<file path="config.mk">
export PLATFORM = sky130hd
export DESIGN_NAME = pulse_count_code_lock
export DESIGN_NICKNAME = d
export VERILOG_FILES = /design/src/hdl/pccl_pkg.sv /design/src/hdl/pulse_count_code_lock.sv /design/src/hdl/pccl_core.sv /design/src/hdl/pccl_skid.sv
export SDC_FILE = /design/constraint.sdc
export NUM_CORES = 1
export LEC_CHECK = 0
export BUFFER_PORTS_ARGS = -buffer_cell sky130_fd_sc_hd__clkbuf_2
export CAP_MARGIN = 20
export CORE_MARGIN = 2
export CORE_UTILIZATION = 60
export CTS_CLUSTER_DIAMETER = 60
export DETAILED_ROUTE_END_ITERATION = 8
export MAX_ROUTING_LAYER = met4
export PLACE_DENSITY_LB_ADDON = 0.3
export SLEW_MARGIN = 20
export SYNTH_ARGS = -nofsm -noshare
export SYNTH_HDL_FRONTEND = slang
export SYNTH_SLANG_ARGS = --single-unit
</file>
<file path="constraint.sdc">
create_clock -name aclk -period 10.7 [get_ports aclk]
set_input_delay 0.535 -clock aclk [delete_from_list [all_inputs] [get_ports aclk]]
set_output_delay 0.535 -clock aclk [all_outputs]
set_load 0.01 [all_outputs]
</file>
<file path="src/hdl/pccl_pkg.sv">
// ----------------------------------------------------------------------------
// pccl_pkg: shared types and constants of the pulse count code lock
// Phase codes, register indexes, result word layout and digit patterns.
// ----------------------------------------------------------------------------
package pccl_pkg;

    localparam int GAP_COUNTER_WIDTH_DEF = 16;
    localparam int GAP_TICKS_WIDTH       = 16;
    localparam int SECRET_WIDTH          = 3;
    localparam int COUNT_WIDTH           = 3;
    localparam int PHASE_WIDTH           = 3;
    localparam int SEG_WIDTH             = 7;
    localparam int CFG_INDEX_WIDTH       = 2;
    localparam int CFG_DATA_WIDTH        = 16;

    localparam logic [CFG_INDEX_WIDTH-1:0] CFG_SECRET_FIRST  = 2'd0;
    localparam logic [CFG_INDEX_WIDTH-1:0] CFG_SECRET_SECOND = 2'd1;
    localparam logic [CFG_INDEX_WIDTH-1:0] CFG_GAP_TICKS     = 2'd2;

    localparam logic [SECRET_WIDTH-1:0]    SECRET_FIRST_RST  = 3'd1;
    localparam logic [SECRET_WIDTH-1:0]    SECRET_SECOND_RST = 3'd2;
    localparam logic [GAP_TICKS_WIDTH-1:0] GAP_TICKS_RST     = 16'd500;

    localparam logic [COUNT_WIDTH-1:0] COUNT_MAX = 3'd4;

    localparam logic [PHASE_WIDTH-1:0] PH_WAIT1  = 3'd0;
    localparam logic [PHASE_WIDTH-1:0] PH_GAP1   = 3'd1;
    localparam logic [PHASE_WIDTH-1:0] PH_WAIT2  = 3'd2;
    localparam logic [PHASE_WIDTH-1:0] PH_GAP2   = 3'd3;
    localparam logic [PHASE_WIDTH-1:0] PH_CHECK  = 3'd4;
    localparam logic [PHASE_WIDTH-1:0] PH_UNLOCK = 3'd5;
    localparam logic [PHASE_WIDTH-1:0] PH_ERROR  = 3'd6;

    typedef struct packed {
        logic [SEG_WIDTH-1:0]   segments;
        logic                   confirm_pulse;
        logic                   unlock_pulse;
        logic                   error_pulse;
        logic [PHASE_WIDTH-1:0] phase_code;
    } result_t;

    // digit to segment pattern, bit0 = segment a; anything above four is blank
    function automatic logic [SEG_WIDTH-1:0] seg_pattern(input logic [COUNT_WIDTH-1:0] d);
        logic [SEG_WIDTH-1:0] p;
        case (d)
            3'd0:    p = 7'h3F;
            3'd1:    p = 7'h06;
            3'd2:    p = 7'h5B;
            3'd3:    p = 7'h4F;
            3'd4:    p = 7'h66;
            default: p = 7'h00;
        endcase
        return p;
    endfunction

endpackage

</file>
<file path="src/hdl/pulse_count_code_lock.sv">
// ----------------------------------------------------------------------------
// pulse_count_code_lock: two-digit light pulse code lock
// Counts sensor pulses into two digits, shows them, and checks them against
// the configured secret, pulsing unlock or error.
//
//   channel | ports                                  | moves
//   --------+----------------------------------------+---------------------
//   in      | s_valid s_ready s_sensor_*             | one tick of levels
//   out     | m_valid m_ready m_segments m_*_pulse   | one result word
//           | m_phase_code                           |
//   cfg     | cfg_we cfg_index cfg_wdata             | register write
//
// One tick is taken per cycle while s_ready is high; its result word is registered in the output register.
// The state update is one pass of logic into the state registers.
// A two-slot output register parks one word while the output is stalled;
// s_ready drops only while both slots hold words.
// Reset is synchronous: entry cleared, secrets 1 and 2, gap of 500 ticks.
// ----------------------------------------------------------------------------
module pulse_count_code_lock #(
    parameter int GAP_COUNTER_WIDTH = pccl_pkg::GAP_COUNTER_WIDTH_DEF
) (
    input  logic                                 aclk,
    input  logic                                 aresetn,
    input  logic                                 s_valid,
    output logic                                 s_ready,
    input  logic                                 s_sensor_one,
    input  logic                                 s_sensor_two,
    output logic                                 m_valid,
    input  logic                                 m_ready,
    output logic [pccl_pkg::SEG_WIDTH-1:0]       m_segments,
    output logic                                 m_confirm_pulse,
    output logic                                 m_unlock_pulse,
    output logic                                 m_error_pulse,
    output logic [pccl_pkg::PHASE_WIDTH-1:0]     m_phase_code,
    input  logic                                 cfg_we,
    input  logic [pccl_pkg::CFG_INDEX_WIDTH-1:0] cfg_index,
    input  logic [pccl_pkg::CFG_DATA_WIDTH-1:0]  cfg_wdata
);
    import pccl_pkg::*;

    result_t step_result, out_word;
    logic    step;

    assign step = s_valid && s_ready;

    pccl_core #(
        .GAP_COUNTER_WIDTH(GAP_COUNTER_WIDTH)
    ) u_core (
        .aclk      (aclk),
        .aresetn   (aresetn),
        .cfg_we    (cfg_we),
        .cfg_index (cfg_index),
        .cfg_wdata (cfg_wdata),
        .step      (step),
        .sensor_one(s_sensor_one),
        .sensor_two(s_sensor_two),
        .result    (step_result)
    );

    pccl_skid u_skid (
        .aclk     (aclk),
        .aresetn  (aresetn),
        .in_valid (s_valid),
        .in_ready (s_ready),
        .in_data  (step_result),
        .out_valid(m_valid),
        .out_ready(m_ready),
        .out_data (out_word)
    );

    assign m_segments      = out_word.segments;
    assign m_confirm_pulse = out_word.confirm_pulse;
    assign m_unlock_pulse  = out_word.unlock_pulse;
    assign m_error_pulse   = out_word.error_pulse;
    assign m_phase_code    = out_word.phase_code;

    // unlock and error both end the entry
    a_end_clears: assert property (@(posedge aclk) disable iff (!aresetn)
        m_valid && (m_unlock_pulse || m_error_pulse) |-> m_phase_code == PH_WAIT1
            && m_segments == '0)
        else $error("unlock or error word without cleared entry");

    a_one_outcome: assert property (@(posedge aclk) disable iff (!aresetn)
        m_valid |-> !(m_unlock_pulse && m_error_pulse) && !(m_confirm_pulse
            && (m_unlock_pulse || m_error_pulse)))
        else $error("more than one pulse in a result word");

    a_confirm_phase: assert property (@(posedge aclk) disable iff (!aresetn)
        m_valid && m_confirm_pulse |-> (m_phase_code == PH_WAIT2 || m_phase_code == PH_CHECK)
            && m_segments != '0)
        else $error("confirm pulse outside a digit boundary");

    a_ready_stall: assert property (@(posedge aclk) disable iff (!aresetn)
        !s_ready |-> m_valid)
        else $error("input stalled with empty output register");

endmodule

</file>
<file path="src/hdl/pccl_core.sv">
// ----------------------------------------------------------------------------
// pccl_core: code lock state and configuration registers
// Computes one result word per tick from the held state and the sensor
// levels, and commits the new state when the tick is taken.
// ----------------------------------------------------------------------------
module pccl_core #(
    parameter int GAP_COUNTER_WIDTH = pccl_pkg::GAP_COUNTER_WIDTH_DEF
) (
    input  logic                                 aclk,
    input  logic                                 aresetn,
    input  logic                                 cfg_we,
    input  logic [pccl_pkg::CFG_INDEX_WIDTH-1:0] cfg_index,
    input  logic [pccl_pkg::CFG_DATA_WIDTH-1:0]  cfg_wdata,
    input  logic                                 step,
    input  logic                                 sensor_one,
    input  logic                                 sensor_two,
    output pccl_pkg::result_t                    result
);
    import pccl_pkg::*;

    localparam int QW = GAP_COUNTER_WIDTH;
    localparam int CW = (QW > GAP_TICKS_WIDTH) ? QW : GAP_TICKS_WIDTH;
    localparam logic [QW-1:0] QMAX = '1;

    logic [SECRET_WIDTH-1:0]    secret_first_reg, secret_second_reg;
    logic [GAP_TICKS_WIDTH-1:0] gap_ticks_reg;

    logic [PHASE_WIDTH-1:0] phase_reg, phase_next;
    logic [COUNT_WIDTH-1:0] first_count_reg, first_count_next;
    logic [COUNT_WIDTH-1:0] second_count_reg, second_count_next;
    logic [COUNT_WIDTH-1:0] first_digit_reg, first_digit_next;
    logic [COUNT_WIDTH-1:0] second_digit_reg, second_digit_next;
    logic                   armed_one_reg, armed_one_next;
    logic                   armed_two_reg, armed_two_next;
    logic [QW-1:0]          quiet_reg, quiet_next;
    logic [SEG_WIDTH-1:0]   display_reg, display_next;

    logic [PHASE_WIDTH-1:0] phase_sensed;
    logic [QW-1:0]          quiet_inc;
    logic [CW-1:0]          gap_ext, limit;
    logic                   gap_hit;
    logic                   clear_entry;
    logic                   confirm, unlock, error;

    // the quiet gap ends at min(gap_ticks, counter maximum)
    assign gap_ext = CW'(gap_ticks_reg);
    assign limit   = (gap_ext > CW'(QMAX)) ? CW'(QMAX) : gap_ext;

    always_comb begin
        phase_next        = phase_reg;
        first_count_next  = first_count_reg;
        second_count_next = second_count_reg;
        first_digit_next  = first_digit_reg;
        second_digit_next = second_digit_reg;
        armed_one_next    = armed_one_reg;
        armed_two_next    = armed_two_reg;
        quiet_next        = quiet_reg;
        display_next      = display_reg;
        confirm           = 1'b0;
        unlock            = 1'b0;
        error             = 1'b0;
        clear_entry       = 1'b0;

        // sensor check: count armed rising levels, re-arm on low
        if (phase_reg inside {PH_WAIT1, PH_GAP1}) begin
            if (armed_one_reg && sensor_one) begin
                if (first_count_reg < COUNT_MAX) begin
                    first_count_next = first_count_reg + 3'd1;
                end
                quiet_next = '0;
                phase_next = PH_GAP1;
            end
            armed_one_next = !sensor_one;
        end
        if (phase_reg inside {PH_WAIT2, PH_GAP2}) begin
            if (armed_two_reg && sensor_two) begin
                if (second_count_reg < COUNT_MAX) begin
                    second_count_next = second_count_reg + 3'd1;
                end
                quiet_next = '0;
                phase_next = PH_GAP2;
            end
            armed_two_next = !sensor_two;
        end
        phase_sensed = phase_next;

        quiet_inc = (quiet_next == QMAX) ? quiet_next : quiet_next + 1'b1;
        gap_hit   = CW'(quiet_inc) >= limit;

        // phase step
        case (phase_sensed)
            PH_WAIT1, PH_WAIT2: begin
            end
            PH_GAP1: begin
                quiet_next = quiet_inc;
                if (gap_hit) begin
                    if (first_count_next == '0) begin
                        clear_entry = 1'b1;
                    end else begin
                        first_digit_next = first_count_next;
                        display_next     = seg_pattern(first_count_next);
                        confirm          = 1'b1;
                        quiet_next       = '0;
                        phase_next       = PH_WAIT2;
                    end
                end
            end
            PH_GAP2: begin
                quiet_next = quiet_inc;
                if (gap_hit) begin
                    if (second_count_next == '0) begin
                        clear_entry = 1'b1;
                    end else begin
                        second_digit_next = second_count_next;
                        display_next      = seg_pattern(second_count_next);
                        confirm           = 1'b1;
                        phase_next        = PH_CHECK;
                    end
                end
            end
            PH_CHECK: begin
                phase_next = (first_digit_reg == secret_first_reg &&
                              second_digit_reg == secret_second_reg) ? PH_UNLOCK : PH_ERROR;
            end
            PH_UNLOCK: begin
                unlock      = 1'b1;
                clear_entry = 1'b1;
            end
            PH_ERROR: begin
                error       = 1'b1;
                clear_entry = 1'b1;
            end
            default: begin
                clear_entry = 1'b1;
            end
        endcase

        if (clear_entry) begin
            phase_next        = PH_WAIT1;
            first_count_next  = '0;
            second_count_next = '0;
            first_digit_next  = '0;
            second_digit_next = '0;
            armed_one_next    = 1'b1;
            armed_two_next    = 1'b1;
            quiet_next        = '0;
            display_next      = '0;
        end

        result.segments      = display_next;
        result.confirm_pulse = confirm;
        result.unlock_pulse  = unlock;
        result.error_pulse   = error;
        result.phase_code    = phase_next;
    end

    always_ff @(posedge aclk) begin
        if (!aresetn) begin
            secret_first_reg  <= SECRET_FIRST_RST;
            secret_second_reg <= SECRET_SECOND_RST;
            gap_ticks_reg     <= GAP_TICKS_RST;
        end else if (cfg_we) begin
            case (cfg_index)
                CFG_SECRET_FIRST:  secret_first_reg  <= cfg_wdata[SECRET_WIDTH-1:0];
                CFG_SECRET_SECOND: secret_second_reg <= cfg_wdata[SECRET_WIDTH-1:0];
                CFG_GAP_TICKS:     gap_ticks_reg     <= cfg_wdata[GAP_TICKS_WIDTH-1:0];
                default: begin
                end
            endcase
        end
    end

    always_ff @(posedge aclk) begin
        if (!aresetn) begin
            phase_reg        <= PH_WAIT1;
            first_count_reg  <= '0;
            second_count_reg <= '0;
            first_digit_reg  <= '0;
            second_digit_reg <= '0;
            armed_one_reg    <= 1'b1;
            armed_two_reg    <= 1'b1;
            quiet_reg        <= '0;
            display_reg      <= '0;
        end else if (step) begin
            phase_reg        <= phase_next;
            first_count_reg  <= first_count_next;
            second_count_reg <= second_count_next;
            first_digit_reg  <= first_digit_next;
            second_digit_reg <= second_digit_next;
            armed_one_reg    <= armed_one_next;
            armed_two_reg    <= armed_two_next;
            quiet_reg        <= quiet_next;
            display_reg      <= display_next;
        end
    end

endmodule

</file>
<file path="src/hdl/pccl_skid.sv">
// ----------------------------------------------------------------------------
// pccl_skid: result register with skid stage
// Holds result words for the output channel; a second slot catches the word
// taken while the output is stalled.
// ----------------------------------------------------------------------------
module pccl_skid (
    input  logic              aclk,
    input  logic              aresetn,
    input  logic              in_valid,
    output logic              in_ready,
    input  pccl_pkg::result_t in_data,
    output logic              out_valid,
    input  logic              out_ready,
    output pccl_pkg::result_t out_data
);
    import pccl_pkg::*;

    logic    main_valid_reg, skid_valid_reg;
    result_t main_data_reg, skid_data_reg;
    logic    take_in, take_out;

    assign in_ready  = !skid_valid_reg;
    assign take_in   = in_valid && !skid_valid_reg;
    assign take_out  = main_valid_reg && out_ready;
    assign out_valid = main_valid_reg;
    assign out_data  = main_data_reg;

    always_ff @(posedge aclk) begin
        if (!aresetn) begin
            main_valid_reg <= 1'b0;
            skid_valid_reg <= 1'b0;
        end else begin
            if (skid_valid_reg) begin
                if (take_out) begin
                    main_valid_reg <= 1'b1;
                    skid_valid_reg <= 1'b0;
                end
            end else if (take_in) begin
                if (main_valid_reg && !out_ready) begin
                    skid_valid_reg <= 1'b1;
                end else begin
                    main_valid_reg <= 1'b1;
                end
            end else if (take_out) begin
                main_valid_reg <= 1'b0;
            end
        end
    end

    always_ff @(posedge aclk) begin
        if (skid_valid_reg) begin
            if (take_out) begin
                main_data_reg <= skid_data_reg;
            end
        end else if (take_in) begin
            // park the word while the output is stalled
            if (main_valid_reg && !out_ready) begin
                skid_data_reg <= in_data;
            end else begin
                main_data_reg <= in_data;
            end
        end
    end

endmodule
</file>
# Word level (Yosys, flattened, before mapping)
# Index checks and enable logic that the tools add are counted.
# classes
add_sub_neg,3
mul,0
div_mod_pow,0
magnitude_cmp,4
eq_ne,27
shift,0
muxes,74
bitwise_logic,1
reduce_logical,35
# op_table
op,count
16-bit two-way mux,9
3-bit two-way mux,25
7-bit case mux with 4 select lines,2
13-bit two-way mux,4
7-bit two-way mux,5
16-bit case mux with 2 select lines,1
3-bit by 2-bit equality test with 1-bit output (second input constant),8
1-bit two-way mux,23
2-bit nonzero test,9
16-bit by 1-bit adder with 16-bit output (second input constant),1
16-bit equality test (second input constant),1
16-bit greater-or-equal comparator,1
16-bit > comparator (second input constant),1
3-bit equality test (second input constant),5
7-bit case mux with 2 select lines,1
3-bit by 1-bit equality test with 1-bit output (second input constant),4
3-bit logical NOT,4
2-bit AND reduction,5
3-bit case mux with 3 select lines,1
3-bit AND reduction,3
4-bit AND reduction,2
3-bit by 1-bit adder with 3-bit output (second input constant),2
3-bit equality test,2
1-bit logical AND,6
13 further kinds,19
# word_totals
regBits,90
latchBits,0
ramBits,0
rom_bits,0
input_bits,25
out_inout_bits,15
elab_cells,168
n_memories,0

# Longest topological paths before layout
# Gate-level depths: netlist of run 1.
# logic_depth
word_depth,14
depth_mapped,23
mapped_depth_nobuf,19

# Modules after synthesis
# A second synthesis of run 1 with hierarchy kept.
# unflattened
cells_unflattened,633
hier_area_um2,5494.0
# modules_own_cells
mod,n_inst,cells_each,area_per_inst_um2,seq_area_each_um2
pccl_core,1,577,4394.2,1241.2
pccl_skid,1,55,1093.5,820.8
pulse_count_code_lock,1,1,6.3,0.0

# Worst setup path after synthesis of run 1
# OpenSTA, ideal clock, no wires.
# synth_path
path_type,input to register
start,input s_sensor_one
end,register u_skid.main_data_reg (netlist bit u_skid.out_data[10]) (data pin)
setup_ps,259
arrival_time_ps,4423
t_required_ps,10441
path_slack_ps,6018
stages,21
n_path_buf,3
cell_sequence,nand3b_1 -> a21o_1 -> buf_2 -> and2_0 -> ha_1 -> nand2_1 -> nor3_1 -> nand4_1 -> clkbuf_1 -> nand4_1 -> xor2_1 -> nor2_1 -> ha_1 -> o21a_1 -> o211ai_1 -> a2111o_1 -> o21a_1 -> buf_2 -> or4_1 -> a21oi_1 -> o21ai_1
# synth_via
elab_chain_cells,14
word_cells_on_any_way,39
classes_between,add/sub (1); order compare (1); eq/ne (9); mux (24); reduce/logical (4)
# synth_lines
element,line,rtl
from (decl),pulse_count_code_lock.sv:26,"input logic s_sensor_one,"
1-bit logical AND (*),pccl_core.sv:66,if (armed_one_reg && sensor_one) begin
16-bit two-way mux,pccl_core.sv:66,
16-bit two-way mux,pccl_core.sv:65,"if (phase_reg inside {PH_WAIT1, PH_GAP1}) begin"
16-bit two-way mux,pccl_core.sv:76,if (armed_two_reg && sensor_two) begin
16-bit two-way mux,pccl_core.sv:75,"if (phase_reg inside {PH_WAIT2, PH_GAP2}) begin"
16-bit by 1-bit adder with 16-bit output / 16-bit equality test (equally long branches),pccl_core.sv:87,quiet_inc = (quiet_next == QMAX) ? quiet_next : quiet_next + 1'b1;
16-bit two-way mux,pccl_core.sv:87,
16-bit greater-or-equal comparator,pccl_core.sv:88,gap_hit = CW'(quiet_inc) >= limit;
1-bit two-way mux (tied with other cells),pccl_core.sv:110,if (gap_hit) begin
1-bit case mux with 3 select lines / 7-bit case mux with 2 select lines (equally long branches),pccl_core.sv:91,case (phase_sensed)
7-bit two-way mux (*),pccl_core.sv:138,if (clear_entry) begin
13-bit two-way mux (*),pccl_skid.sv:57,if (main_valid_reg && !out_ready) begin
13-bit two-way mux (*),pccl_skid.sv:55,end else if (take_in) begin
13-bit two-way mux (*),pccl_skid.sv:51,if (skid_valid_reg) begin
to (signal assigned),pccl_skid.sv:53,main_data_reg <= skid_data_reg;
to (signal assigned),pccl_skid.sv:60,main_data_reg <= in_data;
to (decl),pccl_skid.sv:19,"result_t main_data_reg, skid_data_reg;"
# Mark *: on every way between the ends. The rest lies on a longest branch, timed or not. The select of a mux whose other input is x is not followed.
# A chain may end at the register's enable or synchronous reset.

# Worst setup path in the final report of run 1
# layout_path
start,register u_core.phase_reg[1]
end,register u_skid.main_data_reg (netlist bit u_skid.out_data[2]) (data pin)
# layout_via
elab_chain_cells,14
word_cells_on_any_way,41
classes_between,add/sub (1); order compare (1); eq/ne (8); mux (24); reduce/logical (7)
# layout_lines
element,line,rtl
from (decl),pccl_core.sv:28,"logic [PHASE_WIDTH-1:0] phase_reg, phase_next;"
from (signal assigned),pccl_core.sv:185,phase_reg <= phase_next;
3-bit by 1-bit equality test with 1-bit output / 3-bit logical NOT (equally long branches),pccl_core.sv:65,
2-bit nonzero test,pccl_core.sv:65,
16-bit two-way mux,pccl_core.sv:65,
16-bit two-way mux,pccl_core.sv:76,
16-bit two-way mux,pccl_core.sv:75,
16-bit by 1-bit adder with 16-bit output / 16-bit equality test (equally long branches),pccl_core.sv:87,
16-bit two-way mux,pccl_core.sv:87,
16-bit greater-or-equal comparator,pccl_core.sv:88,
3-bit two-way mux (tied with other cells),pccl_core.sv:110,
3-bit case mux with 3 select lines / 1-bit case mux with 3 select lines (equally long branches),pccl_core.sv:91,
3-bit two-way mux (*),pccl_core.sv:138,
13-bit two-way mux (*),pccl_skid.sv:57,
13-bit two-way mux (*),pccl_skid.sv:55,
13-bit two-way mux (*),pccl_skid.sv:51,
# Marked as above.

==> flow_summary.json, run 1 <==
{
  "wirelength_um": 13500,
  "grt_usage": 0.300,
  "synth_area_leaders": "dfxtp_1 24%, edfxtp_1 15%, nand2_1 5.9%",
  "utilization": 0.660,
  "yosysTopAreaCellShare": 0.244,
  "finalSetupTns_ns": 0,
  "vias_per_cell": 6.49,
  "syn2layout_area_growth_pct": 7.78,
  "dieWidth_um": 97.6,
  "die_h_um": 97.6,
  "grt_first_pass_wirelength_um": 22600,
  "numCtsBuffers": 9,
  "root_buffer": "clkbuf_8",
  "powerDensity_mw_per_mm2": 130,
  "synth_commonest_cells": "82 x nand2_1, 64 x dfxtp_1, 33 x nor2_1",
  "arrival_ns": 6.68,
  "synth_edf_count": 26,
  "synth_area_leader_cell": "dfxtp_1",
  "crit_required_ns": 10.80,
  "cts_resized": 0,
  "cts_hold_buffers": 0,
  "period_minus_slack_ns": 6.57,
  "slowest_delay_ns": 0.77,
  "placement.io_buffers": 39,
  "row_count": 34,
  "cts_sinks": 90,
  "yosysMostFrequentCell": "nand2_1",
  "maxClockFrequency_mhz": 152,
  "cp_max_fo": 20,
  "irDropWorstVdd_mv": 0.0912,
  "fin_nets": 674,
  "yosys_warnings": 0,
  "synth_nets": 655,
  "worst-path-buf-inv": 0,
  "grt_overflow": 0,
  "grt_antenna_before_repair": 0,
  "p_leak_uw": 0.00216,
  "worstMarginPinSlew_ns": 0.967,
  "pin_count": 40,
  "drive_gt1_frac": 0.118,
  "avgSynthCellArea_um2": 8.61,
  "hold_violations": 0,
  "grt_pass1_vias": 4486,
  "start_util": 0.612,
  "gp_congestion": 0.952,
  "status": "completed",
  "yosysSeqAreaShare": 0.392,
  "place_inst": 727,
  "clk_pin_slew_ns": 0.11,
  "rsz0062_at_grt": "false",
  "syn_inst": 611,
  "crit_path_start_kind": "flop",
  "hpwl_um": 9820,
  "endpoint_kind": "flop",
  "drv_cap": 0,
  "grt_max_degree": 55,
  "final_cells": 743,
  "num-fill-cells": 743,
  "async_flop_share": 0,
  "cpMaxStageDelayCell": "o21ai_1",
  "clock_latency_ns": 0.37,
  "ant_nets": 0,
  "critical_path_class": "reg2reg",
  "setup_violations": 0,
  "timing.final.crit_share": 0.614,
  "coreArea_mm2": 0.00859,
  "finalMaxSlewViolations": 0,
  "diodes": 0,
  "dr.first_iter.drc_count": 408,
  "relSlewSlack": 0.351,
  "drc_errors": 0,
  "clock_path_buffers": 2,
  "hold_path.class": "in2reg",
  "synth_ff_type": "dfxtp_1",
  "vias": 4820,
  "cts-htree-levels": 3,
  "syn-cell-area_mm2": 0.00526,
  "die-area_mm2": 0.00953,
  "fin_skew_ns": 0.0154,
  "dpl_cell_area_mm2": 0.00546,
  "synth.distinct_cells": 73,
  "drt_first_pass_iters": 5,
  "cts_tree": "built",
  "fin_area_mm2": 0.00567,
  "worstPathCellList": "nand3b_1 -> a21o_1 -> and2_0 -> ha_1 -> nand2_1 -> nor3_1 -> nand4_1 -> or3b_1 -> o211ai_1 -> o31ai_1 -> ha_1 -> o21a_1 -> o211ai_1 -> a2111o_1 -> o21ai_1 -> a31oi_2 -> o21ai_1 -> o21ai_0",
  "wire_per_inst_um": 18.2,
  "postCtsSetupBuffers": 0,
  "synth_seq_cells": 90,
  "cp_top_family": "compound AO/OA/AOI/OAI gates"
}
-- layer usage --
| metal | vias to the layer above | global-route usage | part of all wire |
|---|---|---|---|
| met1 | 2280 | 0.410 | 0.45 |
| met2 | 223 | 0.456 | 0.45 |
| li1 | 2293 | - | - |
| met4 | 0 | 0.0823 | 0.018 |
| met5 | - | - | 0 |
| met3 | 24 | 0.0612 | 0.081 |
-- area by class of cell --
| class | count | area [um2] | area share |
|---|---|---|---|
| multi-input cells | 454 | 2920 | 0.515 |
| flip-flops and latches | 90 | 2060 | 0.364 |
| repair buffers | 42 | 218 | 0.0384 |
| well taps | 108 | 135 | 0.0238 |
| clock buffers | 9 | 124 | 0.0218 |
| inverters | 33 | 124 | 0.0218 |
| clock inverters | 7 | 86.3 | 0.0152 |
-- metrics by stage --
stage	hold WS (ns)	power, uW	setup WS [ns]
floorplan	0.429	454	6.02
global placement	0.446	485	4.62
detailed placement	0.447	487	4.38
CTS	0.390	734	4.36
global route	0.396	761	3.69
finish	0.387	737	4.13
-- final timing paths --
path	start	to	slack (ns)	cells past startpoint
worst max-delay path	u_core.phase_reg[1]	u_skid.out_data[2]	4.13	18
worst min-delay path	cfg_wdata[7]	u_core.gap_ext[7]	0.39	3
worst max register to register	u_core.phase_reg[1]	u_skid.out_data[2]	4.13	18
worst min register to register	u_core.display_reg[1]	u_core.display_reg[1]	0.47	2
-- layout by cell type, fill, tap and decap left out, types with 18 or more instances in the layout --
cell type	count
nand3_1	30
nor2_1	33
ha_1	19
o21ai_0	21
o21ai_1	18
dfxtp_1	64
clkbuf_2	39
edfxtp_1	26
a21oi_1	31
inv_1	32
nand2_1	82
-- worst reg2reg max path, cell delays in order (launching register included) --
cell and delay (ns):
dfxtp_1 0.66, nand3b_1 0.21, a21o_1 0.59, and2_0 0.33, ha_1 0.27, nand2_1 0.08
nor3_1 0.31, nand4_1 0.45, or3b_1 0.42, o211ai_1 0.12, o31ai_1 0.15, ha_1 0.21
o21a_1 0.13, o211ai_1 0.08, a2111o_1 0.47, o21ai_1 0.77, a31oi_2 0.61, o21ai_1 0.33
o21ai_0 0.12
-- kinds of logic (layout without fill, tap and decap cells) --
logic type | Yosys count | in the layout | synth area share
and+or+nand+nor | 234 | 234 | 0.225
AOI/OAI and AO/OA | 169 | 169 | 0.225
DFF | 90 | 90 | 0.392
buffers and inverters | 67 | 91 | 0.0528
adders and majority gates | 19 | 19 | 0.0452
xor gates and xnor gates | 16 | 16 | 0.0266
muxes | 16 | 16 | 0.0335
-- where the power goes --
part | total [uW] | switching (uW) | internal (uW)
logic | 110 | 72.5 | 37.2
clock network | 255 | 142 | 113
registers | 372 | 10.0 | 362
Note: power is estimated with default switching activity, not from simulation.
==> run 2: changes to the inputs <==
Settings changed: ABC_AREA set to 1.
Clock period 10.7 ns to 6.73 ns, I/O delays scaled along.
==> flow_summary.json, run 2 <==
{
  "yosysTopAreaCellShare": 0.229,
  "async_flop_share": 0,
  "critical_path_class": "reg2reg",
  "timing.rr.end": "u_skid.out_data[1]",
  "syn_inst": 811,
  "placement.io_buffers": 39,
  "yosysSeqAreaShare": 0.369,
  "cts-htree-levels": 3,
  "syn-cell-area_mm2": 0.00558,
  "grt_pass1_vias": 5221,
  "num-fill-cells": 828,
  "hpwl_um": 10600,
  "setup_violations": 0,
  "root_buffer": "clkbuf_8",
  "synth_area_leaders": "dfxtp_1 23%, nand2_1 17%, edfxtp_1 14%",
  "hold_path_depth": 3,
  "drive_gt1_frac": 0.159,
  "finalMaxSlewViolations": 0,
  "endpoint_kind": "flop",
  "drv_cap": 0,
  "irDropWorstVdd_mv": 0.102,
  "clock_latency_ns": 0.38,
  "synth_ff_type": "dfxtp_1",
  "drt_first_pass_iters": 7,
  "arrival_ns": 5.04,
  "row_count": 35,
  "wirelength_um": 14700,
  "crit_required_ns": 6.95,
  "cp_max_fo": 16,
  "worstMarginPinSlew_ns": 0.855,
  "synth.distinct_cells": 35,
  "grt_max_degree": 36,
  "holdWs_ns": 0.166,
  "clock_path_buffers": 2,
  "status": "completed",
  "reg2reg_depth": 20,
  "drc_errors": 0,
  "diodes": 0,
  "finalSetupTns_ns": 0,
  "hold_path.class": "in2reg",
  "hold_end": "u_core.gap_ext[6]",
  "rr_startpoint": "u_core.phase_reg[1]",
  "final_cell_mix": "256 x nand2_1, 82 x inv_1, 64 x dfxtp_1",
  "syn2layout_area_growth_pct": 7.91,
  "period_minus_slack_ns": 4.81,
  "startpoint": "u_core.phase_reg[1]",
  "rsz0062_at_grt": "false",
  "dieWidth_um": 100,
  "postCtsSetupBuffers": 0,
  "grt_usage": 0.315,
  "yosysMostFrequentCell": "nand2_1",
  "synth_edf_count": 26,
  "gp_congestion": 0.914,
  "cts_hold_buffers": 0,
  "synth_area_leader_cell": "dfxtp_1",
  "crit_top_cell": "nand2_2",
  "cts_tree": "built",
  "numCtsBuffers": 9,
  "crit_path_start_kind": "flop",
  "clk_pin_slew_ns": 0.11,
  "layout_commonest_cell": "nand2_1",
  "ant_nets": 0,
  "maxClockFrequency_mhz": 208,
  "relSlewSlack": 0.430,
  "grt_overflow": 0,
  "p_leak_uw": 0.00281,
  "synth_commonest_cells": "256 x nand2_1, 82 x inv_1, 64 x dfxtp_1",
  "vias": 5316,
  "fin_skew_ns": 0.0153,
  "timing.final.crit_share": 0.715,
  "die-area_mm2": 0.0101,
  "coreArea_mm2": 0.00915,
  "fin_nets": 884,
  "grt_first_pass_wirelength_um": 24500,
  "yosys_warnings": 0,
  "hold_violations": 0,
  "pin_count": 40,
  "wire_per_inst_um": 15.4,
  "worstPathCellList": "inv_2 -> nor2_4 -> nand2_4 -> nand2_1 -> nor2_1 -> ha_1 -> nand3_2 -> nor2_4 -> nand2_2 -> nand2_2 -> ha_1 -> a21oi_1 -> o21ai_0 -> nor2_1 -> nand3_1 -> nand3_4 -> nand2_2 -> nor2_1 -> nand2_2 -> o21ai_1",
  "dr.first_iter.drc_count": 301,
  "start_util": 0.610,
  "synth_seq_cells": 90,
  "worst-path-buf-inv": 1,
  "cts_resized": 0,
  "slowest_delay_ns": 0.54,
  "powerDensity_mw_per_mm2": 219,
  "synth_nets": 855,
  "cts_sinks": 90,
  "r2r_setup_slack_ns": 1.92,
  "cpMaxStageDelayCell": "nand3_1",
  "vias_per_cell": 5.56,
  "grt_antenna_before_repair": 0,
  "cp_top_family": "simple AND/OR/NAND/NOR gates",
  "avgSynthCellArea_um2": 6.88,
  "die_h_um": 100,
  "hp-start": "cfg_wdata[6]"
}
-- run 2: how the worst max path moves through the flow --
stage                                    end  slack [ns]  cells after the start
after floorplan           u_skid.out_data[6]        2.96                     29
after CTS                 u_skid.out_data[7]        1.97                     20
after global placement    u_skid.out_data[7]        2.09                     25
final                     u_skid.out_data[1]        1.92                     20
after detailed placement  u_skid.out_data[7]        1.91                     21
after global routing      u_skid.out_data[8]        1.53                     22
-- run 2: tightest hold or removal path: stages --
cell	delay (ns)
clkbuf_2	0.07
nand2_1	0.04
o211ai_1	0.06
-- run 2: area by class of cell --
cell class              instances  area, um2  area share
well taps                     111        139      0.0231
multi-input cells             597       3020       0.501
repair buffers                 43        243      0.0403
clock inverters                 7       62.6      0.0104
clock buffers                   9        124      0.0206
inverters                      99        374      0.0621
flip-flops and latches         90       2060       0.342
-- run 2: logic make-up (layout without fill, tap and decap cells) --
kind of cell               Yosys count  count (layout)  synth area share
DFF                                 90              90             0.369
adders and majority gates           19              19            0.0426
and+or+nand+nor                    443             443             0.357
xor gates and xnor gates            10              10            0.0157
AOI/OAI and AO/OA                  125             125             0.125
buffers and inverters              124             158            0.0905
-- run 2: metal layers --
layer	up-vias	track usage	share of wire
met5	-	-	0
met4	0	0.115	0.023
met3	29	0.0430	0.045
met2	146	0.580	0.52
met1	2465	0.347	0.41
li1	2676	-	-
-- run 2: report_power, final --
group	total, uW	switching (uW)	internal [uW]
Clock	367	227	140
Combinational	335	233	102
Sequential	620	18.3	602
Total	1320	478	844
-- run 2: stage by stage --
step,utilization,cells,worst slack (ns),instance area [um2],total power (uW)
floorplan,-,811,2.96,5580,877
global placement,0.635,939,2.09,5810,952
detailed placement,0.635,939,1.91,5810,959
CTS,0.655,955,1.97,6000,1320
global route,0.658,956,1.53,6020,1380
finish,0.658,956,1.92,6020,1320
